File: src/rtl/core/blr_pkg.sv
package blr_pkg;

    // coordinate and color widths
    localparam int COORD_WIDTH = 6;
    localparam int COLOR_WIDTH = 24;

    // span of an axis: |a - b| needs one bit more than a coordinate
    localparam int SPAN_WIDTH = COORD_WIDTH + 1;
    // straight increment 2*dminor
    localparam int INCR_WIDTH = COORD_WIDTH + 2;
    // decision value and diagonal increment, signed
    localparam int ERR_WIDTH  = COORD_WIDTH + 3;

    typedef logic signed [COORD_WIDTH-1:0] t_coord;
    typedef logic        [COLOR_WIDTH-1:0] t_color;
    typedef logic        [SPAN_WIDTH-1:0]  t_span;
    typedef logic        [INCR_WIDTH-1:0]  t_incr;
    typedef logic signed [ERR_WIDTH-1:0]   t_err;

endpackage

File: src/rtl/core/blr_line_if.sv
interface blr_line_if;
    import blr_pkg::*;

    logic   valid;
    logic   ready;
    t_coord start_x;
    t_coord start_y;
    t_coord end_x;
    t_coord end_y;
    t_color color;

    modport source (
        output valid, start_x, start_y, end_x, end_y, color,
        input  ready
    );

    modport sink (
        input  valid, start_x, start_y, end_x, end_y, color,
        output ready
    );

endinterface

File: src/rtl/core/blr_pixel_if.sv
interface blr_pixel_if;
    import blr_pkg::*;

    logic   valid;
    logic   ready;
    t_coord pixel_x;
    t_coord pixel_y;
    t_color pixel_color;
    logic   last_pixel;

    modport source (
        output valid, pixel_x, pixel_y, pixel_color, last_pixel,
        input  ready
    );

    modport sink (
        input  valid, pixel_x, pixel_y, pixel_color, last_pixel,
        output ready
    );

endinterface

File: src/rtl/core/bresenham_line_raster.sv
// Bresenham line rasterizer.
// i_line takes one line request: two signed endpoints and a 24-bit color.
// o_pixel returns the pixels of that line in walk order, one request per
// pixel, each with x, y, the color and last_pixel set on the final one.
// The walk runs along the major axis from the endpoint with the smaller
// major coordinate; a line of span d along that axis gives d + 1 pixels
// (1 to 64).
// The request is registered in the accept cycle, the setup cycle derives
// spans, increments and start point, and the first pixel is valid on the
// cycle after setup.
// Throughput: one pixel per cycle while o_pixel.ready is high, set by the
// single error-term adder that is reused for every step of the walk;
// i_line.ready stays low from accept until the last pixel is taken.
// A stall on o_pixel holds the current pixel and all walk state unchanged.
// Reset (synchronous, active low) returns the sequencer to idle and drops
// any line in progress.
module bresenham_line_raster (
    input  logic        i_clk,
    input  logic        i_rst_n,
    blr_line_if.sink    i_line,
    blr_pixel_if.source o_pixel
);
    import blr_pkg::*;

    typedef enum logic [2:0] {
        S_IDLE  = 3'b001,
        S_SETUP = 3'b010,
        S_WALK  = 3'b100
    } t_state;

    t_state r_state, n_state;

    // captured request
    t_coord r_x0, r_y0, r_x1, r_y1;
    t_color r_color;

    // walk state
    t_coord r_major_pos, n_major_pos;
    t_coord r_minor_pos, n_minor_pos;
    t_coord r_major_end, n_major_end;
    t_err   r_err,       n_err;
    t_incr  r_incr_str,  n_incr_str;
    t_err   r_incr_diag, n_incr_diag;
    logic   r_minor_neg, n_minor_neg;
    logic   r_steep,     n_steep;

    logic   w_line_acc;
    logic   w_pix_acc;
    logic   w_last;

    // setup datapath
    logic signed [SPAN_WIDTH-1:0] w_dx_s, w_dy_s;
    t_span  w_dx, w_dy, w_dmajor, w_dminor;
    logic   w_steep, w_swap;
    t_coord w_ma0, w_mi0, w_ma1, w_mi1;
    t_coord w_sa0, w_si0, w_sa1, w_si1;
    t_err   w_min_e, w_maj_e;

    // shared walk unit
    t_err   w_err_add;
    t_err   w_err_step;
    t_coord w_minor_step;

    assign w_line_acc = i_line.valid && i_line.ready;
    assign w_pix_acc  = o_pixel.valid && o_pixel.ready;
    assign w_last     = r_major_pos >= r_major_end;

    // handshakes and pixel payload
    assign i_line.ready        = (r_state == S_IDLE);
    assign o_pixel.valid       = (r_state == S_WALK);
    assign o_pixel.pixel_x     = r_steep ? r_minor_pos : r_major_pos;
    assign o_pixel.pixel_y     = r_steep ? r_major_pos : r_minor_pos;
    assign o_pixel.pixel_color = r_color;
    assign o_pixel.last_pixel  = w_last;

    // axis spans and octant selection
    always_comb begin
        w_dx_s   = SPAN_WIDTH'(r_x1) - SPAN_WIDTH'(r_x0);
        w_dy_s   = SPAN_WIDTH'(r_y1) - SPAN_WIDTH'(r_y0);
        w_dx     = w_dx_s[SPAN_WIDTH-1] ? t_span'(-w_dx_s) : t_span'(w_dx_s);
        w_dy     = w_dy_s[SPAN_WIDTH-1] ? t_span'(-w_dy_s) : t_span'(w_dy_s);
        w_steep  = w_dy > w_dx;
        w_dmajor = w_steep ? w_dy : w_dx;
        w_dminor = w_steep ? w_dx : w_dy;
        w_ma0    = w_steep ? r_y0 : r_x0;
        w_mi0    = w_steep ? r_x0 : r_y0;
        w_ma1    = w_steep ? r_y1 : r_x1;
        w_mi1    = w_steep ? r_x1 : r_y1;
        // walk from the smaller major coordinate, first endpoint on a tie
        w_swap   = w_ma1 < w_ma0;
        w_sa0    = w_swap ? w_ma1 : w_ma0;
        w_si0    = w_swap ? w_mi1 : w_mi0;
        w_sa1    = w_swap ? w_ma0 : w_ma1;
        w_si1    = w_swap ? w_mi0 : w_mi1;
        w_min_e  = signed'(ERR_WIDTH'(w_dminor));
        w_maj_e  = signed'(ERR_WIDTH'(w_dmajor));
    end

    // error term update and minor step, one per pixel
    always_comb begin
        w_err_add    = r_err[ERR_WIDTH-1] ? signed'(ERR_WIDTH'(r_incr_str)) : r_incr_diag;
        w_err_step   = r_err + w_err_add;
        w_minor_step = r_minor_neg ? (r_minor_pos - t_coord'(1))
                                   : (r_minor_pos + t_coord'(1));
    end

    // sequencer
    always_comb begin
        n_state     = r_state;
        n_major_pos = r_major_pos;
        n_minor_pos = r_minor_pos;
        n_major_end = r_major_end;
        n_err       = r_err;
        n_incr_str  = r_incr_str;
        n_incr_diag = r_incr_diag;
        n_minor_neg = r_minor_neg;
        n_steep     = r_steep;
        case (r_state)
            S_IDLE: begin
                if (w_line_acc) begin
                    n_state = S_SETUP;
                end
            end
            S_SETUP: begin
                n_steep     = w_steep;
                n_major_pos = w_sa0;
                n_minor_pos = w_si0;
                n_major_end = w_sa1;
                n_minor_neg = w_si1 < w_si0;
                n_incr_str  = {w_dminor, 1'b0};
                n_incr_diag = (w_min_e - w_maj_e) <<< 1;
                n_err       = (w_min_e <<< 1) - w_maj_e;
                n_state     = S_WALK;
            end
            S_WALK: begin
                if (w_pix_acc) begin
                    if (w_last) begin
                        n_state = S_IDLE;
                    end else begin
                        n_major_pos = r_major_pos + t_coord'(1);
                        n_err       = w_err_step;
                        if (!r_err[ERR_WIDTH-1]) begin
                            n_minor_pos = w_minor_step;
                        end
                    end
                end
            end
            default: begin
                n_state = S_IDLE;
            end
        endcase
    end

    // control state
    always_ff @(posedge i_clk) begin
        if (!i_rst_n) begin
            r_state <= S_IDLE;
        end else begin
            r_state <= n_state;
        end
    end

    // request capture and walk registers
    always_ff @(posedge i_clk) begin
        if (!i_rst_n) begin
            r_x0        <= '0;
            r_y0        <= '0;
            r_x1        <= '0;
            r_y1        <= '0;
            r_color     <= '0;
            r_major_pos <= '0;
            r_minor_pos <= '0;
            r_major_end <= '0;
            r_err       <= '0;
            r_incr_str  <= '0;
            r_incr_diag <= '0;
            r_minor_neg <= 1'b0;
            r_steep     <= 1'b0;
        end else begin
            if (w_line_acc) begin
                r_x0    <= i_line.start_x;
                r_y0    <= i_line.start_y;
                r_x1    <= i_line.end_x;
                r_y1    <= i_line.end_y;
                r_color <= i_line.color;
            end
            r_major_pos <= n_major_pos;
            r_minor_pos <= n_minor_pos;
            r_major_end <= n_major_end;
            r_err       <= n_err;
            r_incr_str  <= n_incr_str;
            r_incr_diag <= n_incr_diag;
            r_minor_neg <= n_minor_neg;
            r_steep     <= n_steep;
        end
    end

    // a non-final pixel taken advances the major axis by exactly one
    a_major_advance: assert property (@(posedge i_clk) disable iff (!i_rst_n)
        (o_pixel.valid && o_pixel.ready && !o_pixel.last_pixel)
        |=> (r_major_pos == $past(r_major_pos) + t_coord'(1)))
        else $error("major axis did not advance by one");

    // the walk never overshoots its end point
    a_walk_bound: assert property (@(posedge i_clk) disable iff (!i_rst_n)
        (r_state == S_WALK) |-> (r_major_pos <= r_major_end))
        else $error("walk passed the line end");

    // the minor axis moves by at most one per pixel
    a_minor_unit: assert property (@(posedge i_clk) disable iff (!i_rst_n)
        (o_pixel.valid && o_pixel.ready && !o_pixel.last_pixel)
        |=> ((r_minor_pos == $past(r_minor_pos))
          || (r_minor_pos == $past(r_minor_pos) + t_coord'(1))
          || (r_minor_pos == $past(r_minor_pos) - t_coord'(1))))
        else $error("minor axis jumped");

    // a stalled pixel keeps the whole walk state
    a_stall_hold: assert property (@(posedge i_clk) disable iff (!i_rst_n)
        (o_pixel.valid && !o_pixel.ready)
        |=> ($stable(r_major_pos) && $stable(r_minor_pos) && $stable(r_err)
          && o_pixel.valid))
        else $error("walk state changed during stall");

    // a new request is taken only after the previous line has finished
    a_accept_after_last: assert property (@(posedge i_clk) disable iff (!i_rst_n)
        (o_pixel.valid && o_pixel.ready && o_pixel.last_pixel)
        |=> (i_line.ready && !o_pixel.valid))
        else $error("block not idle after last pixel");

endmodule

File: src/flat_wrapper.sv
// flat-port wrapper written by rule: the top's interface ports become plain ports
module bresenham_line_raster_flat import blr_pkg::*;
  (i_clk, i_rst_n, i_line_valid, i_line_start_x, i_line_start_y, i_line_end_x, i_line_end_y, i_line_color, i_line_ready, o_pixel_valid, o_pixel_pixel_x, o_pixel_pixel_y, o_pixel_pixel_color, o_pixel_last_pixel, o_pixel_ready);
  blr_line_if i_line_i ();
  blr_pixel_if o_pixel_i ();
  input  logic i_clk;
  input  logic i_rst_n;
  input wire logic [$bits(i_line_i.valid)-1:0] i_line_valid;
  input wire logic [$bits(i_line_i.start_x)-1:0] i_line_start_x;
  input wire logic [$bits(i_line_i.start_y)-1:0] i_line_start_y;
  input wire logic [$bits(i_line_i.end_x)-1:0] i_line_end_x;
  input wire logic [$bits(i_line_i.end_y)-1:0] i_line_end_y;
  input wire logic [$bits(i_line_i.color)-1:0] i_line_color;
  output wire logic [$bits(i_line_i.ready)-1:0] i_line_ready;
  output wire logic [$bits(o_pixel_i.valid)-1:0] o_pixel_valid;
  output wire logic [$bits(o_pixel_i.pixel_x)-1:0] o_pixel_pixel_x;
  output wire logic [$bits(o_pixel_i.pixel_y)-1:0] o_pixel_pixel_y;
  output wire logic [$bits(o_pixel_i.pixel_color)-1:0] o_pixel_pixel_color;
  output wire logic [$bits(o_pixel_i.last_pixel)-1:0] o_pixel_last_pixel;
  input wire logic [$bits(o_pixel_i.ready)-1:0] o_pixel_ready;
  assign i_line_i.valid = i_line_valid;
  assign i_line_i.start_x = i_line_start_x;
  assign i_line_i.start_y = i_line_start_y;
  assign i_line_i.end_x = i_line_end_x;
  assign i_line_i.end_y = i_line_end_y;
  assign i_line_i.color = i_line_color;
  assign i_line_ready = i_line_i.ready;
  assign o_pixel_valid = o_pixel_i.valid;
  assign o_pixel_pixel_x = o_pixel_i.pixel_x;
  assign o_pixel_pixel_y = o_pixel_i.pixel_y;
  assign o_pixel_pixel_color = o_pixel_i.pixel_color;
  assign o_pixel_last_pixel = o_pixel_i.last_pixel;
  assign o_pixel_i.ready = o_pixel_ready;
  bresenham_line_raster u_core (.i_clk(i_clk), .i_rst_n(i_rst_n), .i_line(i_line_i), .o_pixel(o_pixel_i));
endmodule
File: config.mk
export PLATFORM = sky130hd
export DESIGN_NAME = bresenham_line_raster_flat
export DESIGN_NICKNAME = d
export VERILOG_FILES = /design/src/rtl/core/blr_pkg.sv /design/src/rtl/core/blr_line_if.sv /design/src/rtl/core/blr_pixel_if.sv /design/src/rtl/core/bresenham_line_raster.sv /design/src/flat_wrapper.sv
export SDC_FILE = /design/constraint.sdc
export NUM_CORES = 1
export LEC_CHECK = 0
export BUFFER_PORTS_ARGS = -buffer_cell sky130_fd_sc_hd__clkbuf_2
export CAP_MARGIN = 20
export CELL_PAD_IN_SITES_DETAIL_PLACEMENT = 0
export CELL_PAD_IN_SITES_GLOBAL_PLACEMENT = 1
export CORE_MARGIN = 1.5
export CORE_UTILIZATION = 43
export DETAILED_ROUTE_END_ITERATION = 7
export GPL_TIMING_DRIVEN = 0
export PLACE_DENSITY = 0.85
export SLEW_MARGIN = 20
export SYNTH_ARGS = -nofsm -noshare
export SYNTH_HDL_FRONTEND = slang
export SYNTH_SLANG_ARGS = --single-unit
File: constraint.sdc
create_clock -name i_clk -period 8.8 [get_ports i_clk]
set_input_delay 1.76 -clock i_clk [delete_from_list [all_inputs] [get_ports i_clk]]
set_output_delay 1.76 -clock i_clk [all_outputs]
set_load 0.02 [all_outputs]
==> key figures <==
Finish
  • Register area: approximately 1900 um^2
  • FILL cells: ~1600
  • Fin nets: roughly 1200
  • Antenna Cells: 0
  • P&R area growth vs syn: 14.45%
  • Layout cells sized above 1: between 10 and 15%
  • Area of the multi-input gates: between 4000 and 5000 um^2
  • Util after Layout: 50.41%

Worst setup path
  • Delay-heaviest family, CP: compound AO/OA/AOI/OAI gates
  • Buffers & Inverters on Critical Path: 8
  • Critical path capture point type: flop
  • Data required, critical path: roughly 9.1 ns
  • R2R Path End: u_core.r_minor_neg$_SDFFE_PN0N_
  • CP peak stage delay: a little under 0.6 ns
  • CP startpoint kind: flop
  • Critical path's slowest cell: a2111oi_0
  • Reg2Reg Depth: 33
  • Reg2reg start: u_core.r_x1[0]$_SDFFE_PN0P_
  • Reg2Reg Setup Slack: 0.63 ns
  • Crit Path Class: reg -> reg
  • Critical-path maximum fanout: 16
  • Crit path DAT: about 8.5 ns
  • Crit-path most repeated cell: ha_1

Global routing
  • GRT Residual Overflow: 0
  • Largest net degree at the start of global routing: 17
  • Total GRT Usage: 24.77%
  • Vias in the first global route: approximately 6400
  • First-pass GRT wire length: ~33000 um
  • Antenna violations before repair: 0

STA
  • Final Worst Setup Slack: 0.6265 ns
  • Final count of negative-setup-slack endpoints: 0
  • Worst-Margin Slew: ~0.80 ns
  • Clock Skew: approximately 0.0073 ns
  • Final hold viol count: 0
  • Setup TNS Final: 0 ns
  • Period utilisation layout: 92.88%
  • Fin. max-slew vios: 0
  • Max-slew headroom: between 40 and 50%
  • Minimum clock period after layout: between 8 and 9 ns
  • Max frequency: 122.3 MHz
  • RSZ-0062 raised after global routing: false

Pwr
  • Seq pwr share: roughly 14%
  • Clock power share: roughly an eighth
  • Power Dens Cells: between 400 and 500 nW/um^2
  • Leak: 0.003386 uW
  • Switch share: approximately half
  • Comb pwr share: 73.4%
  • Max VDD drop: about 0.23 mV
  • Int Pwr: between 1500 and 2000 uW
  • Net load switching power: 1669 uW

Clocking
  • Clock-pin slew on the worst setup and hold paths: 0.07 ns
  • Post-CTS sizing: 0
  • Clock Path Buffers: 2
  • CTS tree: yes
  • H-tree Lvls: 3
  • Clock sinks: between 90 and 100
  • Clock Root Buffer: clkbuf_16
  • CTS Hold Buffers Added: 0
  • Postcts setup bufs: 0
  • Clock latency on the worst-skew pair: between 0.3 and 0.4 ns
  • Num CTS Buffers: 9

Synthesis
  • Number of flops mapped to enable cells by yosys: 0
  • Yosys reg bits: 94
  • XOR/XNOR share of the synthesized area: between 3 and 4%
  • Compound-Gate Fraction of Synth Area: between 20% and 30%
  • Syn Nets: approximately 1100
  • Post-synthesis cell area: 7022 um^2
  • Largest family of logic cells by synthesized area: compound AO/OA/AOI/OAI gates
  • Yosys warnings: 0
  • Adder-Cell Fraction of Synth Area: between 10% and 20%
  • Mux contribution to synthesized area: 7.858%
  • Post-synthesis simple-gate area fraction: about a fifth
  • Ys async rst share: 0%
  • Syn Inst Count: about 940
  • Dominant synthesized flop cell: dfxtp_1
  • Netlist cell types: roughly 70
  • Seq/Total Area, Yosys: a little over a quarter
  • Syn avg cell area: between 7 and 8 um^2

Floorplan
  • Row cnt: 46
  • Die extent in x: 130.8 um
  • Core footprint: between 15000 and 20000 um^2
  • Effective utilization at floorplan: 44.04%
  • Die area: ~17000 um^2
  • Boundary pin count: 91
  • Chip height: roughly 130 um

Detailed routing
  • # DRC: 0
  • DR vias: between 6000 and 7000
  • Initial DRT Pass Iterations: 7
  • Routed len/inst: 16.36 um
  • Total Wirelength: a little over 20000 um
  • Vias/cell: between 5 and 6
  • Routed Antenna Nets: 0
  • 1st-iter DRT viols: between 300 and 400

Worst hold path
  • Hold path cells: 2
  • Min-delay src: u_core.r_incr_str[5]$_SDFFE_PN0N_
  • Min-Delay Endpoint: u_core.r_incr_str[5]$_SDFFE_PN0N_
  • Hold crit path type: reg -> reg

Place
  • Setup slack after placement: roughly 0.47 ns
  • Post-DP HPWL: around 16000 um
  • PortBufs: 90
  • RePlAce Congestion: approximately 0.9

Flow run
  • MaxCap Viol Count: 0

Status
  • Status: finished, final reports clean
==> power by group through the flow <==
stage	clock network [uW]	logic (uW)	registers [uW]
2_1_floorplan	0	1840	486
3_3_place_gp	0	2390	485
3_5_place_dp	0	2410	485
4_1_cts	411	2420	476
5_1_grt	427	2680	480
6_report	405	2430	476
==> worst register-to-register path: cells and delay by family, from the launching register on <==
kind,cells,cell delay (ns)
AOI/OAI and AO/OA,13,3.48
adders and majority gates,6,1.94
buffers and inverters,8,1.34
and+or+nand+nor,6,0.95
DFF,1,0.43
==> worst max-delay path by stage <==
stage	startpoint	to	slack, ns	depth (start not counted)
floorplan	u_core.r_x1[0]$_SDFFE_PN0P_	u_core.r_minor_neg$_SDFFE_PN0N_	1.62	34
global placement	u_core.r_x1[0]$_SDFFE_PN0P_	u_core.r_minor_neg$_SDFFE_PN0N_	0.43	34
detailed placement	u_core.r_x1[0]$_SDFFE_PN0P_	u_core.r_minor_neg$_SDFFE_PN0N_	0.47	34
CTS	u_core.r_x1[0]$_SDFFE_PN0P_	u_core.r_minor_neg$_SDFFE_PN0N_	0.38	34
global route	u_core.r_x1[0]$_SDFFE_PN0P_	u_core.r_minor_neg$_SDFFE_PN0N_	0.04	33
finish	u_core.r_x1[0]$_SDFFE_PN0P_	u_core.r_minor_neg$_SDFFE_PN0N_	0.63	33
==> stage by stage <==
stage / hold WS (ns) / cells / total power (uW) / cell area [um^2]
final: 0.4537 / 1260 / 3311 / 8036
after global routing: 0.4760 / 1260 / 3587 / 8036
after CTS: 0.4548 / 1261 / 3307 / 8040
after detailed placement: 0.4460 / 1245 / 2891 / 7742
after global placement: 0.4419 / 1245 / 2880 / 7742
after floorplan: 0.4294 / 939 / 2323 / 7022
==> layout make-up <==
| cell class | instances | area share, % |
|---|---|---|
| Timing Repair Buffer | 90 | 5.605 |
| Clock inverter | 6 | 0.8563 |
| Clock buffer | 10 | 2.849 |
| Tap cell | 216 | 3.363 |
| Buffer | 49 | 2.662 |
| Multi-Input combinational cell | 741 | 58.73 |
| Sequential cell | 94 | 23.42 |
| Inverter | 54 | 2.522 |
==> registers in the layout, summed over array words and instances (netlist names) <==
name,cells
u_core.o_pixel.pixel_color,24
u_core.r_err,8
u_core.r_incr_diag,8
u_core.r_incr_str,7
u_core.r_major_end,6
u_core.r_major_pos,6
u_core.r_minor_neg,1
u_core.r_minor_pos,6
u_core.r_state,3
u_core.r_steep,1
u_core.r_x0,6
u_core.r_x1,6
u_core.r_y0,6
u_core.r_y1,6
==> kinds of logic after synthesis <==
| family | Yosys count |
|---|---|
| AOI/OAI and AO/OA | 281 |
| xor gates and xnor gates | 25 |
| adders and majority gates | 61 |
| buffers and inverters | 104 |
| DFF | 94 |
| muxes | 52 |
| and+or+nand+nor | 322 |
==> per-layer routing <==
layer | global-route usage (%) | routed length, um
met3 | 4.275 | 1085
met2 | 41.83 | 9625
met5 | 0 | 0
met4 | 7.111 | 381
met1 | 32.54 | 9516
==> placed cells by master (no fill, tap or decap), types with 4 or more instances in the layout <==
| cell | n |
|---|---|
| nand2_1 | 179 |
| a21oi_1 | 133 |
| dfxtp_1 | 94 |
| clkbuf_2 | 90 |
| nor2_1 | 62 |
| ha_1 | 56 |
| inv_1 | 53 |
| clkbuf_1 | 41 |
| o21ai_0 | 36 |
| mux2i_1 | 27 |
| mux2_2 | 24 |
| a211oi_1 | 20 |
| a21o_1 | 15 |
| xnor2_1 | 15 |
| nor3_1 | 13 |
| nand3_1 | 11 |
| xor2_1 | 10 |
| nand2b_1 | 9 |
| clkbuf_16 | 9 |
| and2_1 | 8 |
| o211ai_1 | 8 |
| a311oi_1 | 7 |
| o21a_1 | 7 |
| nor2b_1 | 6 |
| a31oi_1 | 6 |
| nor4_1 | 5 |
| a2111oi_0 | 5 |
| nor3b_1 | 5 |
| nand3b_1 | 5 |
| buf_2 | 5 |
| fa_1 | 5 |
| o21bai_1 | 4 |
| o22ai_1 | 4 |
| o21ai_1 | 4 |
| or3_1 | 4 |
==> synth_stat cells (15+ instances only) <==
master	count	area, um^2
a211oi_1	20	150.1
a21o_1	15	112.6
a21oi_1	133	665.6
clkbuf_1	40	150.1
dfxtp_1	94	1882
ha_1	56	700.7
inv_1	53	198.9
mux2_2	24	270.3
mux2i_1	27	270.3
nand2_1	179	671.9
nor2_1	62	232.7
o21ai_0	36	180.2
xnor2_1	15	131.4
(Power assumes the default switching activity.)
